`config.mk`:
```
export PLATFORM = sky130hd
export DESIGN_NAME = escaped_record_field_parser_unit_flat
export DESIGN_NICKNAME = d
export VERILOG_FILES = /design/src/design/erfp_pkg.sv /design/src/design/erfp_if.sv /design/src/design/escaped_record_field_parser_unit.sv /design/src/design/erfp_front.sv /design/src/design/erfp_queue.sv /design/src/design/erfp_back.sv /design/src/flat_wrapper.sv
export SDC_FILE = /design/constraint.sdc
export NUM_CORES = 1
export LEC_CHECK = 0
export ABC_AREA = 1
export BUFFER_PORTS_ARGS = -buffer_cell sky130_fd_sc_hd__buf_2
export CORE_UTILIZATION = 68
export CTS_CLUSTER_DIAMETER = 80
export CTS_CLUSTER_SIZE = 40
export DETAILED_ROUTE_END_ITERATION = 10
export PLACE_DENSITY = 0.91
export SLEW_MARGIN = 20
export SYNTH_ARGS = -nofsm -noshare
export SYNTH_HDL_FRONTEND = slang
export SYNTH_SLANG_ARGS = --single-unit
```
`constraint.sdc`:
```
create_clock -name clk -period 9.6 [get_ports clk]
set_input_delay 0.48 -clock clk [delete_from_list [all_inputs] [get_ports clk]]
set_output_delay 0.48 -clock clk [all_outputs]
set_load 0.05 [all_outputs]
```
`src/design/erfp_pkg.sv`:
```
// ----------------------------------------------------------------------------
// erfp_pkg
// Shared types and constants of the escaped record field parser.
// ----------------------------------------------------------------------------
package erfp_pkg;

	localparam int FIELD_COUNT = 9;
	localparam int FIELD_W     = 4;

	localparam logic [FIELD_W-1:0] LAST_FIELD = FIELD_W'(FIELD_COUNT - 1);
	localparam logic [FIELD_W-1:0] OVER_FIELD = FIELD_W'(FIELD_COUNT);
	localparam logic [FIELD_W-1:0] TYPE_FIELD = FIELD_W'(0);
	localparam logic [FIELD_W-1:0] SEQ_FIELD  = FIELD_W'(7);

	localparam logic [7:0] CH_PIPE   = 8'h7C;
	localparam logic [7:0] CH_BSLASH = 8'h5C;
	localparam logic [7:0] CH_PLUS   = 8'h2B;
	localparam logic [7:0] CH_MINUS  = 8'h2D;
	localparam logic [7:0] CH_ZERO   = 8'h30;
	localparam logic [7:0] CH_NINE   = 8'h39;
	localparam logic [7:0] CH_SPACE  = 8'h20;
	localparam logic [7:0] CH_TAB    = 8'h09;
	localparam logic [7:0] CH_CR     = 8'h0D;

	localparam int QDEPTH = 2;
	localparam int QPTR_W = $clog2(QDEPTH);
	localparam int QCNT_W = $clog2(QDEPTH + 1);

	typedef enum logic [2:0] {
		ST_OK          = 3'd0,
		ST_FIELD_COUNT = 3'd1,
		ST_TYPE_NODIG  = 3'd2,
		ST_TYPE_RANGE  = 3'd3,
		ST_SEQ_NODIG   = 3'd4,
		ST_SEQ_RANGE   = 3'd5
	} status_t;

	typedef enum logic [1:0] {
		ERR_NONE  = 2'd0,
		ERR_NODIG = 2'd1,
		ERR_RANGE = 2'd2
	} num_err_t;

	typedef enum logic [3:0] {
		PH_SKIP   = 4'b0001,
		PH_SIGN   = 4'b0010,
		PH_DIGITS = 4'b0100,
		PH_DONE   = 4'b1000
	} num_phase_t;

	// classified item handed from the front end to the back end
	typedef struct packed {
		logic [7:0]         chr;
		logic               last;
		logic               delim;
		logic               num_feed;
		logic               is_type;
		logic               is_seq;
		logic               count_ok;
		logic               byte_valid;
		logic [FIELD_W-1:0] field_number;
	} q_item_t;

endpackage

```
`src/design/erfp_if.sv`:
```
// ----------------------------------------------------------------------------
// erfp_if
// Valid/ready channels of the parser: raw record bytes in, results out.
// ----------------------------------------------------------------------------
interface erfp_rec_if;
	logic       valid;
	logic       ready;
	logic [7:0] in_byte;
	logic       last;

	modport source (output valid, output in_byte, output last, input ready);
	modport sink   (input valid, input in_byte, input last, output ready);
endinterface

interface erfp_res_if;
	logic               valid;
	logic               ready;
	logic               byte_valid;
	logic [7:0]         data_byte;
	logic [3:0]         field_number;
	logic               field_end;
	logic               record_end;
	logic [2:0]         status;
	logic signed [31:0] packet_type;
	logic [63:0]        sequence_number;

	modport source (
		output valid, output byte_valid, output data_byte, output field_number,
		output field_end, output record_end, output status, output packet_type,
		output sequence_number, input ready
	);
	modport sink (
		input valid, input byte_valid, input data_byte, input field_number,
		input field_end, input record_end, input status, input packet_type,
		input sequence_number, output ready
	);
endinterface

```
`src/design/escaped_record_field_parser_unit.sv`:
```
// ----------------------------------------------------------------------------
// escaped_record_field_parser_unit
// Splits a pipe-delimited, backslash-escaped record into fields.
// ----------------------------------------------------------------------------
// One byte is taken per clock and every byte gives one result item, so the
// rate is one item per cycle unless the output stalls; each byte is queued,
// then registered in stage 1 and the output stage. The rate is set by the
// per-byte times-ten accumulate of the decimal fields in the back end, which
// is decoupled from the byte classifier by a two-entry queue and followed by a
// field-finish stage and the output register. String field bytes come out
// unescaped with their field number; field 0 (signed 32-bit) and field 7
// (unsigned 64-bit) are parsed and given, with the status, on the last byte.
module escaped_record_field_parser_unit (
	input  logic       clk,
	input  logic       arst_n,
	erfp_rec_if.sink   rec,
	erfp_res_if.source res
);

	logic              push;
	logic              full;
	logic              pop;
	logic              not_empty;
	erfp_pkg::q_item_t wr_item;
	erfp_pkg::q_item_t rd_item;

	erfp_front u_front (
		.clk    (clk),
		.arst_n (arst_n),
		.rec    (rec),
		.full   (full),
		.push   (push),
		.item   (wr_item)
	);

	erfp_queue u_queue (
		.clk       (clk),
		.arst_n    (arst_n),
		.push      (push),
		.wr_item   (wr_item),
		.full      (full),
		.pop       (pop),
		.rd_item   (rd_item),
		.not_empty (not_empty)
	);

	erfp_back u_back (
		.clk       (clk),
		.arst_n    (arst_n),
		.rd_item   (rd_item),
		.not_empty (not_empty),
		.pop       (pop),
		.res       (res)
	);

endmodule

```
`src/design/erfp_front.sv`:
```
// ----------------------------------------------------------------------------
// erfp_front
// Accepts raw bytes, resolves escapes and pipes, tracks the field index.
// ----------------------------------------------------------------------------
module erfp_front (
	input  logic              clk,
	input  logic              arst_n,
	erfp_rec_if.sink          rec,
	input  logic              full,
	output logic              push,
	output erfp_pkg::q_item_t item
);

	logic                        esc_q;
	logic [erfp_pkg::FIELD_W-1:0] fi_q;
	logic [erfp_pkg::FIELD_W-1:0] fi_next;
	logic                        esc_next;
	logic                        content;
	logic                        emit;
	logic                        delim;
	logic                        is_type;
	logic                        is_seq;
	logic                        stringf;

	assign rec.ready = !full;
	assign push      = rec.valid && !full;

	always_comb begin
		content  = 1'b0;
		emit     = 1'b0;
		delim    = 1'b0;
		esc_next = 1'b0;
		if (esc_q) begin
			content = 1'b1;
			emit    = 1'b1;
		end else if (rec.in_byte == erfp_pkg::CH_BSLASH) begin
			content  = 1'b1;
			esc_next = 1'b1;
		end else if (rec.in_byte == erfp_pkg::CH_PIPE) begin
			delim = 1'b1;
		end else begin
			content = 1'b1;
			emit    = 1'b1;
		end

		is_type = (fi_q == erfp_pkg::TYPE_FIELD);
		is_seq  = (fi_q == erfp_pkg::SEQ_FIELD);
		stringf = (fi_q < erfp_pkg::OVER_FIELD) && !is_type && !is_seq;

		fi_next = fi_q;
		if (delim && fi_q < erfp_pkg::OVER_FIELD) begin
			fi_next = fi_q + erfp_pkg::FIELD_W'(1);
		end

		item.chr          = rec.in_byte;
		item.last         = rec.last;
		item.delim        = delim;
		item.num_feed     = content && (is_type || is_seq);
		item.is_type      = is_type;
		item.is_seq       = is_seq;
		item.count_ok     = (fi_next == erfp_pkg::LAST_FIELD);
		item.byte_valid   = emit && stringf;
		item.field_number = (fi_q > erfp_pkg::LAST_FIELD) ? erfp_pkg::LAST_FIELD : fi_q;
	end

	always_ff @(posedge clk or negedge arst_n) begin
		if (!arst_n) begin
			esc_q <= 1'b0;
			fi_q  <= '0;
		end else if (push) begin
			if (rec.last) begin
				esc_q <= 1'b0;
				fi_q  <= '0;
			end else begin
				esc_q <= esc_next;
				fi_q  <= fi_next;
			end
		end
	end

endmodule

```
`src/design/erfp_queue.sv`:
```
// ----------------------------------------------------------------------------
// erfp_queue
// Short queue of classified items between the front and the back end.
// ----------------------------------------------------------------------------
module erfp_queue (
	input  logic              clk,
	input  logic              arst_n,
	input  logic              push,
	input  erfp_pkg::q_item_t wr_item,
	output logic              full,
	input  logic              pop,
	output erfp_pkg::q_item_t rd_item,
	output logic              not_empty
);

	erfp_pkg::q_item_t              slot_q [erfp_pkg::QDEPTH];
	logic [erfp_pkg::QPTR_W-1:0]    wr_ptr_q;
	logic [erfp_pkg::QPTR_W-1:0]    rd_ptr_q;
	logic [erfp_pkg::QCNT_W-1:0]    count_q;

	assign full      = (count_q == erfp_pkg::QCNT_W'(erfp_pkg::QDEPTH));
	assign not_empty = (count_q != '0);
	assign rd_item   = slot_q[rd_ptr_q];

	always_ff @(posedge clk) begin
		if (push) begin
			slot_q[wr_ptr_q] <= wr_item;
		end
	end

	always_ff @(posedge clk or negedge arst_n) begin
		if (!arst_n) begin
			wr_ptr_q <= '0;
			rd_ptr_q <= '0;
			count_q  <= '0;
		end else begin
			if (push) begin
				wr_ptr_q <= (wr_ptr_q == erfp_pkg::QPTR_W'(erfp_pkg::QDEPTH - 1)) ?
					'0 : wr_ptr_q + erfp_pkg::QPTR_W'(1);
			end
			if (pop) begin
				rd_ptr_q <= (rd_ptr_q == erfp_pkg::QPTR_W'(erfp_pkg::QDEPTH - 1)) ?
					'0 : rd_ptr_q + erfp_pkg::QPTR_W'(1);
			end
			if (push && !pop) begin
				count_q <= count_q + erfp_pkg::QCNT_W'(1);
			end else if (pop && !push) begin
				count_q <= count_q - erfp_pkg::QCNT_W'(1);
			end
		end
	end

endmodule

```
`src/design/erfp_back.sv`:
```
// ----------------------------------------------------------------------------
// erfp_back
// Decimal accumulation (stage 1), field finishing and status (stage 2).
// ----------------------------------------------------------------------------
module erfp_back (
	input  logic              clk,
	input  logic              arst_n,
	input  erfp_pkg::q_item_t rd_item,
	input  logic              not_empty,
	output logic              pop,
	erfp_res_if.source        res
);

	// number accumulator
	erfp_pkg::num_phase_t ph_q;
	logic                 neg_q;
	logic [63:0]          mag_q;
	logic                 ovf_q;

	// stage 1
	logic                         valid_s1;
	logic                         fin_s1;
	logic                         is_type_s1;
	logic                         is_seq_s1;
	logic                         nodig_s1;
	logic                         neg_s1;
	logic [63:0]                  mag_s1;
	logic                         ovf_s1;
	logic                         last_s1;
	logic                         count_ok_s1;
	logic                         byte_valid_s1;
	logic [7:0]                   data_s1;
	logic [erfp_pkg::FIELD_W-1:0] field_number_s1;
	logic                         field_end_s1;

	// per-record results
	logic [31:0]        t_res_q;
	erfp_pkg::num_err_t t_err_q;
	logic [63:0]        s_res_q;
	erfp_pkg::num_err_t s_err_q;

	// stage 2 (output register)
	logic                         valid_s2;
	logic                         byte_valid_s2;
	logic [7:0]                   data_s2;
	logic [erfp_pkg::FIELD_W-1:0] field_number_s2;
	logic                         field_end_s2;
	logic                         record_end_s2;
	erfp_pkg::status_t            status_s2;
	logic [31:0]                  ptype_s2;
	logic [63:0]                  seq_s2;

	logic adv2;
	logic adv1;

	// stage 1 combinational
	logic                 digit;
	logic                 space;
	logic                 sign;
	logic [3:0]           dval;
	logic [67:0]          prod;
	logic                 active;
	logic                 term;
	logic                 fin;
	logic                 close;
	erfp_pkg::num_phase_t ph_f;
	logic                 neg_f;
	logic [63:0]          mag_f;
	logic                 ovf_f;

	// stage 2 combinational
	logic               t_over;
	logic [31:0]        t_val;
	logic [63:0]        s_val;
	logic [31:0]        t_res_n;
	erfp_pkg::num_err_t t_err_n;
	logic [63:0]        s_res_n;
	erfp_pkg::num_err_t s_err_n;
	erfp_pkg::status_t  st;

	assign adv2 = !valid_s2 || res.ready;
	assign adv1 = !valid_s1 || adv2;
	assign pop  = not_empty && adv1;

	always_comb begin
		digit  = (rd_item.chr >= erfp_pkg::CH_ZERO) && (rd_item.chr <= erfp_pkg::CH_NINE);
		space  = (rd_item.chr == erfp_pkg::CH_SPACE) ||
			((rd_item.chr >= erfp_pkg::CH_TAB) && (rd_item.chr <= erfp_pkg::CH_CR));
		sign   = (rd_item.chr == erfp_pkg::CH_PLUS) || (rd_item.chr == erfp_pkg::CH_MINUS);
		dval   = 4'(rd_item.chr - erfp_pkg::CH_ZERO);
		// mag * 10 + digit; anything above bit 63 is an overflow
		prod   = {1'b0, mag_q, 3'b000} + {3'b000, mag_q, 1'b0} + {64'd0, dval};
		active = rd_item.num_feed && (ph_q != erfp_pkg::PH_DONE);
		term   = 1'b0;
		ph_f   = ph_q;
		neg_f  = neg_q;
		mag_f  = mag_q;
		ovf_f  = ovf_q;
		if (active) begin
			if (digit) begin
				ph_f = erfp_pkg::PH_DIGITS;
				if (!ovf_q) begin
					if (prod[67:64] != 4'd0) begin
						ovf_f = 1'b1;
					end else begin
						mag_f = prod[63:0];
					end
				end
			end else if (ph_q == erfp_pkg::PH_SKIP && space) begin
				ph_f = ph_q;
			end else if (ph_q == erfp_pkg::PH_SKIP && sign) begin
				neg_f = (rd_item.chr == erfp_pkg::CH_MINUS);
				ph_f  = erfp_pkg::PH_SIGN;
			end else begin
				term = 1'b1;
			end
		end
		close = rd_item.delim || rd_item.last;
		fin   = (rd_item.is_type || rd_item.is_seq) && (ph_f != erfp_pkg::PH_DONE) &&
			(term || close);
	end

	always_ff @(posedge clk or negedge arst_n) begin
		if (!arst_n) begin
			ph_q     <= erfp_pkg::PH_SKIP;
			neg_q    <= 1'b0;
			mag_q    <= '0;
			ovf_q    <= 1'b0;
			valid_s1 <= 1'b0;
		end else begin
			if (adv1) begin
				valid_s1 <= not_empty;
			end
			if (pop) begin
				if (close) begin
					ph_q  <= erfp_pkg::PH_SKIP;
					neg_q <= 1'b0;
					mag_q <= '0;
					ovf_q <= 1'b0;
				end else begin
					ph_q  <= fin ? erfp_pkg::PH_DONE : ph_f;
					neg_q <= neg_f;
					mag_q <= mag_f;
					ovf_q <= ovf_f;
				end
			end
		end
	end

	always_ff @(posedge clk) begin
		if (pop) begin
			fin_s1          <= fin;
			is_type_s1      <= rd_item.is_type;
			is_seq_s1       <= rd_item.is_seq;
			nodig_s1        <= (ph_f != erfp_pkg::PH_DIGITS);
			neg_s1          <= neg_f;
			mag_s1          <= mag_f;
			ovf_s1          <= ovf_f;
			last_s1         <= rd_item.last;
			count_ok_s1     <= rd_item.count_ok;
			byte_valid_s1   <= rd_item.byte_valid;
			data_s1         <= rd_item.byte_valid ? rd_item.chr : 8'h00;
			field_number_s1 <= rd_item.field_number;
			field_end_s1    <= close;
		end
	end

	always_comb begin
		// int32 range: up to 2^31 when negative, 2^31-1 otherwise
		t_over = ovf_s1 || (neg_s1 ?
			((mag_s1[63:32] != 32'd0) || (mag_s1[31] && (mag_s1[30:0] != 31'd0))) :
			(mag_s1[63:31] != 33'd0));
		t_val  = neg_s1 ? (~mag_s1[31:0] + 32'd1) : mag_s1[31:0];
		s_val  = neg_s1 ? (~mag_s1 + 64'd1) : mag_s1;

		t_res_n = t_res_q;
		t_err_n = t_err_q;
		s_res_n = s_res_q;
		s_err_n = s_err_q;
		if (fin_s1 && is_type_s1) begin
			if (nodig_s1) begin
				t_err_n = erfp_pkg::ERR_NODIG;
			end else if (t_over) begin
				t_err_n = erfp_pkg::ERR_RANGE;
			end else begin
				t_res_n = t_val;
			end
		end
		if (fin_s1 && is_seq_s1) begin
			if (nodig_s1) begin
				s_err_n = erfp_pkg::ERR_NODIG;
			end else if (ovf_s1) begin
				s_err_n = erfp_pkg::ERR_RANGE;
			end else begin
				s_res_n = s_val;
			end
		end

		st = erfp_pkg::ST_OK;
		if (!count_ok_s1) begin
			st = erfp_pkg::ST_FIELD_COUNT;
		end else begin
			case (t_err_n)
				erfp_pkg::ERR_NODIG: st = erfp_pkg::ST_TYPE_NODIG;
				erfp_pkg::ERR_RANGE: st = erfp_pkg::ST_TYPE_RANGE;
				default: begin
					case (s_err_n)
						erfp_pkg::ERR_NODIG: st = erfp_pkg::ST_SEQ_NODIG;
						erfp_pkg::ERR_RANGE: st = erfp_pkg::ST_SEQ_RANGE;
						default:             st = erfp_pkg::ST_OK;
					endcase
				end
			endcase
		end
	end

	always_ff @(posedge clk or negedge arst_n) begin
		if (!arst_n) begin
			t_res_q  <= '0;
			t_err_q  <= erfp_pkg::ERR_NONE;
			s_res_q  <= '0;
			s_err_q  <= erfp_pkg::ERR_NONE;
			valid_s2 <= 1'b0;
		end else if (adv2) begin
			valid_s2 <= valid_s1;
			if (valid_s1) begin
				if (last_s1) begin
					t_res_q <= '0;
					t_err_q <= erfp_pkg::ERR_NONE;
					s_res_q <= '0;
					s_err_q <= erfp_pkg::ERR_NONE;
				end else begin
					t_res_q <= t_res_n;
					t_err_q <= t_err_n;
					s_res_q <= s_res_n;
					s_err_q <= s_err_n;
				end
			end
		end
	end

	always_ff @(posedge clk) begin
		if (adv2 && valid_s1) begin
			byte_valid_s2   <= byte_valid_s1;
			data_s2         <= data_s1;
			field_number_s2 <= field_number_s1;
			field_end_s2    <= field_end_s1;
			record_end_s2   <= last_s1;
			status_s2       <= last_s1 ? st : erfp_pkg::ST_OK;
			ptype_s2        <= (last_s1 && st == erfp_pkg::ST_OK) ? t_res_n : 32'd0;
			seq_s2          <= (last_s1 && st == erfp_pkg::ST_OK) ? s_res_n : 64'd0;
		end
	end

	assign res.valid           = valid_s2;
	assign res.byte_valid      = byte_valid_s2;
	assign res.data_byte       = data_s2;
	assign res.field_number    = field_number_s2;
	assign res.field_end       = field_end_s2;
	assign res.record_end      = record_end_s2;
	assign res.status          = status_s2;
	assign res.packet_type     = ptype_s2;
	assign res.sequence_number = seq_s2;

	a_err_zeroes_values: assert property (@(posedge clk) disable iff (!arst_n)
		(valid_s2 && status_s2 != erfp_pkg::ST_OK) |-> (ptype_s2 == 32'd0 && seq_s2 == 64'd0))
		else $error("non-ok status with nonzero parsed values");

	a_status_only_at_end: assert property (@(posedge clk) disable iff (!arst_n)
		(valid_s2 && !record_end_s2) |-> (status_s2 == erfp_pkg::ST_OK && ptype_s2 == 32'd0))
		else $error("status or value outside record end");

	a_bytes_in_string_fields: assert property (@(posedge clk) disable iff (!arst_n)
		(valid_s2 && byte_valid_s2) |->
		(field_number_s2 != erfp_pkg::TYPE_FIELD && field_number_s2 != erfp_pkg::SEQ_FIELD))
		else $error("string byte tagged with a numeric field");

	a_acc_cleared_on_close: assert property (@(posedge clk) disable iff (!arst_n)
		(pop && (rd_item.delim || rd_item.last)) |=>
		(ph_q == erfp_pkg::PH_SKIP && mag_q == 64'd0 && !ovf_q && !neg_q))
		else $error("number accumulator not cleared at field close");

	a_record_end_clears: assert property (@(posedge clk) disable iff (!arst_n)
		(adv2 && valid_s1 && last_s1) |=>
		(t_err_q == erfp_pkg::ERR_NONE && s_err_q == erfp_pkg::ERR_NONE))
		else $error("record results not cleared after record end");

endmodule
```
`src/flat_wrapper.sv`:
```
// flat-port wrapper written by rule: the top's interface ports become plain ports
module escaped_record_field_parser_unit_flat 
  (clk, arst_n, rec_valid, rec_in_byte, rec_last, rec_ready, res_valid, res_byte_valid, res_data_byte, res_field_number, res_field_end, res_record_end, res_status, res_packet_type, res_sequence_number, res_ready);
  erfp_rec_if rec_i ();
  erfp_res_if res_i ();
  input  logic clk;
  input  logic arst_n;
  input wire logic [$bits(rec_i.valid)-1:0] rec_valid;
  input wire logic [$bits(rec_i.in_byte)-1:0] rec_in_byte;
  input wire logic [$bits(rec_i.last)-1:0] rec_last;
  output wire logic [$bits(rec_i.ready)-1:0] rec_ready;
  output wire logic [$bits(res_i.valid)-1:0] res_valid;
  output wire logic [$bits(res_i.byte_valid)-1:0] res_byte_valid;
  output wire logic [$bits(res_i.data_byte)-1:0] res_data_byte;
  output wire logic [$bits(res_i.field_number)-1:0] res_field_number;
  output wire logic [$bits(res_i.field_end)-1:0] res_field_end;
  output wire logic [$bits(res_i.record_end)-1:0] res_record_end;
  output wire logic [$bits(res_i.status)-1:0] res_status;
  output wire logic [$bits(res_i.packet_type)-1:0] res_packet_type;
  output wire logic [$bits(res_i.sequence_number)-1:0] res_sequence_number;
  input wire logic [$bits(res_i.ready)-1:0] res_ready;
  assign rec_i.valid = rec_valid;
  assign rec_i.in_byte = rec_in_byte;
  assign rec_i.last = rec_last;
  assign rec_ready = rec_i.ready;
  assign res_valid = res_i.valid;
  assign res_byte_valid = res_i.byte_valid;
  assign res_data_byte = res_i.data_byte;
  assign res_field_number = res_i.field_number;
  assign res_field_end = res_i.field_end;
  assign res_record_end = res_i.record_end;
  assign res_status = res_i.status;
  assign res_packet_type = res_i.packet_type;
  assign res_sequence_number = res_i.sequence_number;
  assign res_i.ready = res_ready;
  escaped_record_field_parser_unit u_core (.clk(clk), .arst_n(arst_n), .rec(rec_i), .res(res_i));
endmodule
```
==> flow_metrics.tcl <==
set metrics [dict create \
    dr.pass1.iters 7 \
    worst_ir_drop_vdd_mv 0.2176 \
    synth_cells 3432 \
    drive_gt1_share_pct 6.842 \
    crit_fanout 64 \
    power_mw 6.444 \
    vias_per_cell 5.753 \
    drv_slew 0 \
    yosysWarnings 0 \
    setup_violations 0 \
    start_util_pct 69.20 \
    synth_top_family_by_area "simple AND/OR/NAND/NOR gates" \
    synth_simple_gate_area_share_pct 30.25 \
    leakage_nw 14.12 \
    worst_pin_slew_ns 1.009 \
    dieHeight_um 197.8 \
    fmax_ghz 0.1993 \
    fillers 2951 \
    critPathLaunchType "register" \
    synthMuxAreaShare_pct 0.03840 \
    synth_cell_types 50 \
    grt_pass1_vias 21540 \
    clkSinkCount 419 \
    hold_viol 0 \
    post_cts_resize_count 0 \
    dr.first_iter.drc_count 2715 \
    htreeDepth 1 \
    p_int_mw 3.408 \
    endpoint_kind "register" \
    slew_headroom_pct 32.73 \
    final.setup.tns_ns 0 \
    routed_wl_mm 70.75 \
    finalCritPeriodShare_pct 52.26 \
    antennaDiodeCount 0 \
    root_buffer "clkbuf_16" \
    ant_nets 0 \
    die-area_sq_mm 0.03912 \
    switching_share_pct 47.11 \
    clkTransAtPathRegs_ns 0.13 \
    power.switching_mw 3.036 \
    area_growth_pct 6.192 \
    synth-xor-area-share_pct 2.890 \
    cts_tree "yes" \
    hp-class "input pin to register" \
    ioPinCount 129 \
    dieWidth_um 197.8 \
    synth_ff_type "edfxtp_1" \
    skew_ns 0.06192 \
    synth.yosys.seq_area_share_pct 44.80 \
    drc 0 \
    critPathRequiredTime_ns 9.86 \
    clk_latency_ns 0.58 \
    rows 71 \
    mostFrequentLayoutCells "nand2_1, inv_1, nor2_1" \
    pwr-share-comb_pct 40.9 \
    critPathKind "register to register" \
    outcome "completed" \
    mappedNetlistArea_sq_mm 0.02607 \
    vias 23120 \
    yosys_register_bits 419 \
    grt_max_degree 96 \
    final_common_cell "nand2_1" \
    core_sq_mm 0.03767 \
    rsz0062_at_grt "no" \
    grt_pass1_wl_mm 112.4 \
    finalNetCount 3645 \
    wl_per_cell_um 17.60 \
    antenna_found_initial 0 \
    syn_area_per_cell_sq_um 7.595 \
    synth-compound-area-share_pct 6.773 \
    period_needed_ns 5.017 \
    grt_overflow 0 \
    pwr-share-seq_pct 43.0 \
    hpwl_mm 53.21 \
    synth_fa_ha_area_share_pct 6.586 \
    synth_edf_count 238 \
    syn-num-nets 3581 \
    drv_cap 0 \
    clockPowerShare_pct 16.1 \
    grt_usage_pct 36.69 \
    portBuffers 128 \
    gp_congestion 0.9939 \
    cts_made_buffers 18 \
    clockBufferDepth 3 \
    powerDensity_mw_per_mm2 232.8 \
    async_flop_share_pct 43.20 \
    arrival_ns 5.28 \
]
## critical path, cell delays in order, from the launching register on
cell	delay, ns
dfrtp_1	0.80
inv_2	0.28
nand2_1	0.12
nand2_1	0.09
inv_1	0.25
fa_1	0.53
fa_1	0.51
inv_1	0.08
nand2_1	0.05
nand2_1	0.07
nand3_1	0.07
nand2_1	0.10
nand2_1	0.07
nand2_2	0.09
nand2_1	0.06
nand2_2	0.11
nand2_1	0.08
nand3_1	0.08
nand2_1	0.10
nor2_4	0.15
nand3_4	0.60
nand2_1	0.24
nand2_1	0.11
## path summary, 6_finish.rpt
check                                            from                      endpoint  slack, ns  depth (start not counted)
min                                          rec_last  u_core.u_queue.slot_q[1][10]       0.10                          1
min reg2reg                u_core.u_back.field_end_s1   u_core.u_back.res.field_end       0.43                          0
max reg2reg                   u_core.u_queue.rd_ptr_q      u_core.u_back.mag_s1[58]       4.58                         22
max                           u_core.u_queue.rd_ptr_q      u_core.u_back.mag_s1[58]       4.58                         22
max in group asynchronous                      arst_n      u_core.u_back.s_err_q[1]       7.88                          3
min in group asynchronous                      arst_n     u_core.u_back.t_res_q[12]       0.41                          2
## registers in the layout, indices dropped and copies added (netlist names), 2 cells and up
name	count
u_core.u_back.ph_q	4
u_core.u_queue.slot_q	38
u_core.u_queue.count_q	2
u_core.u_back.mag_s1	64
u_core.u_back.data_s1	8
u_core.u_back.res.packet_type	32
u_core.u_front.fi_q	4
u_core.u_back.res.status	3
u_core.u_back.res.field_number	4
u_core.u_back.field_number_s1	4
u_core.u_back.t_res_q	32
u_core.u_back.s_res_q	64
u_core.u_back.res.data_byte	8
u_core.u_back.mag_q	64
u_core.u_back.res.sequence_number	64
u_core.u_back.s_err_q	2
u_core.u_back.t_err_q	2
## power groups by stage
stage	Sequential (mW)	Combinational (mW)	Clock, mW
2_1_floorplan	3.32	1.31	0
3_3_place_gp	2.78	2.57	0
3_5_place_dp	2.79	2.60	0
4_1_cts	2.75	2.61	1.04
5_1_grt	2.80	2.83	1.09
6_report	2.77	2.64	1.04
## synthesized netlist by cell type, drive strengths merged (53+ instances only)
cell type  number  area [sq um]
nand2        1233          4648
inv           456          1712
nor2          337          1300
edfxtp        238          7147
dfrtp         180          4504
o21ai         176         888.4
ha            134          1677
nand3         133         683.2
nand4         104         650.6
a21oi          83         426.7
clkbuf         63         236.5
xor2           53         464.2
## metrics by stage
| step | hold slack (ns) | instance area [sq um] | instances | setup slack, ns | util [%] |
|---|---|---|---|---|---|
| floorplan | 0.1844 | 26070 | 3432 | 4.920 | - |
| CTS | 0.09990 | 27680 | 4019 | 4.613 | 73.49 |
| detailed placement | 0.4045 | 26980 | 3986 | 4.687 | 71.64 |
| global placement | 0.4017 | 26980 | 3986 | 4.822 | 71.64 |
| global route | 0.1039 | 27680 | 4019 | 4.128 | 73.49 |
| finish | 0.1043 | 27680 | 4019 | 4.583 | 73.49 |
## logic make-up after synthesis
logic type	Yosys count
buf+inv	560
compound gates	323
simple gates	1907
mux	1
fa+ha+maj	136
xor+xnor	86
flops	419
## routing by layer
metal | GRT usage, % | vias up | part of all wire (%)
met5 | 0 | - | 0
met4 | 13.35 | 0 | 3.6
met3 | 5.144 | 165 | 10
met2 | 57.89 | 1186 | 45
met1 | 51.86 | 10640 | 41
li1 | - | 11130 | -
## area by class of cell
cell class / instances / area (sq um) / area share, %
Clock inverter: 10 / 190.2 / 0.6871
Multi-Input combinational cell: 2453 / 12160 / 43.94
Timing Repair Buffer: 148 / 799.5 / 2.888
Tap cell: 511 / 639.4 / 2.310
Inverter: 456 / 1715 / 6.197
Sequential cell: 419 / 11680 / 42.19
Clock buffer: 22 / 496.7 / 1.795
## repair_timing
| item | in CTS | in global routing |
|---|---|---|
| buffers inserted | 0 | 0 |
| hold endpoints to repair | 48 | 0 |
| hold buffers | 1 | 0 |
No activity file was read; power rests on OpenSTA's default activity.
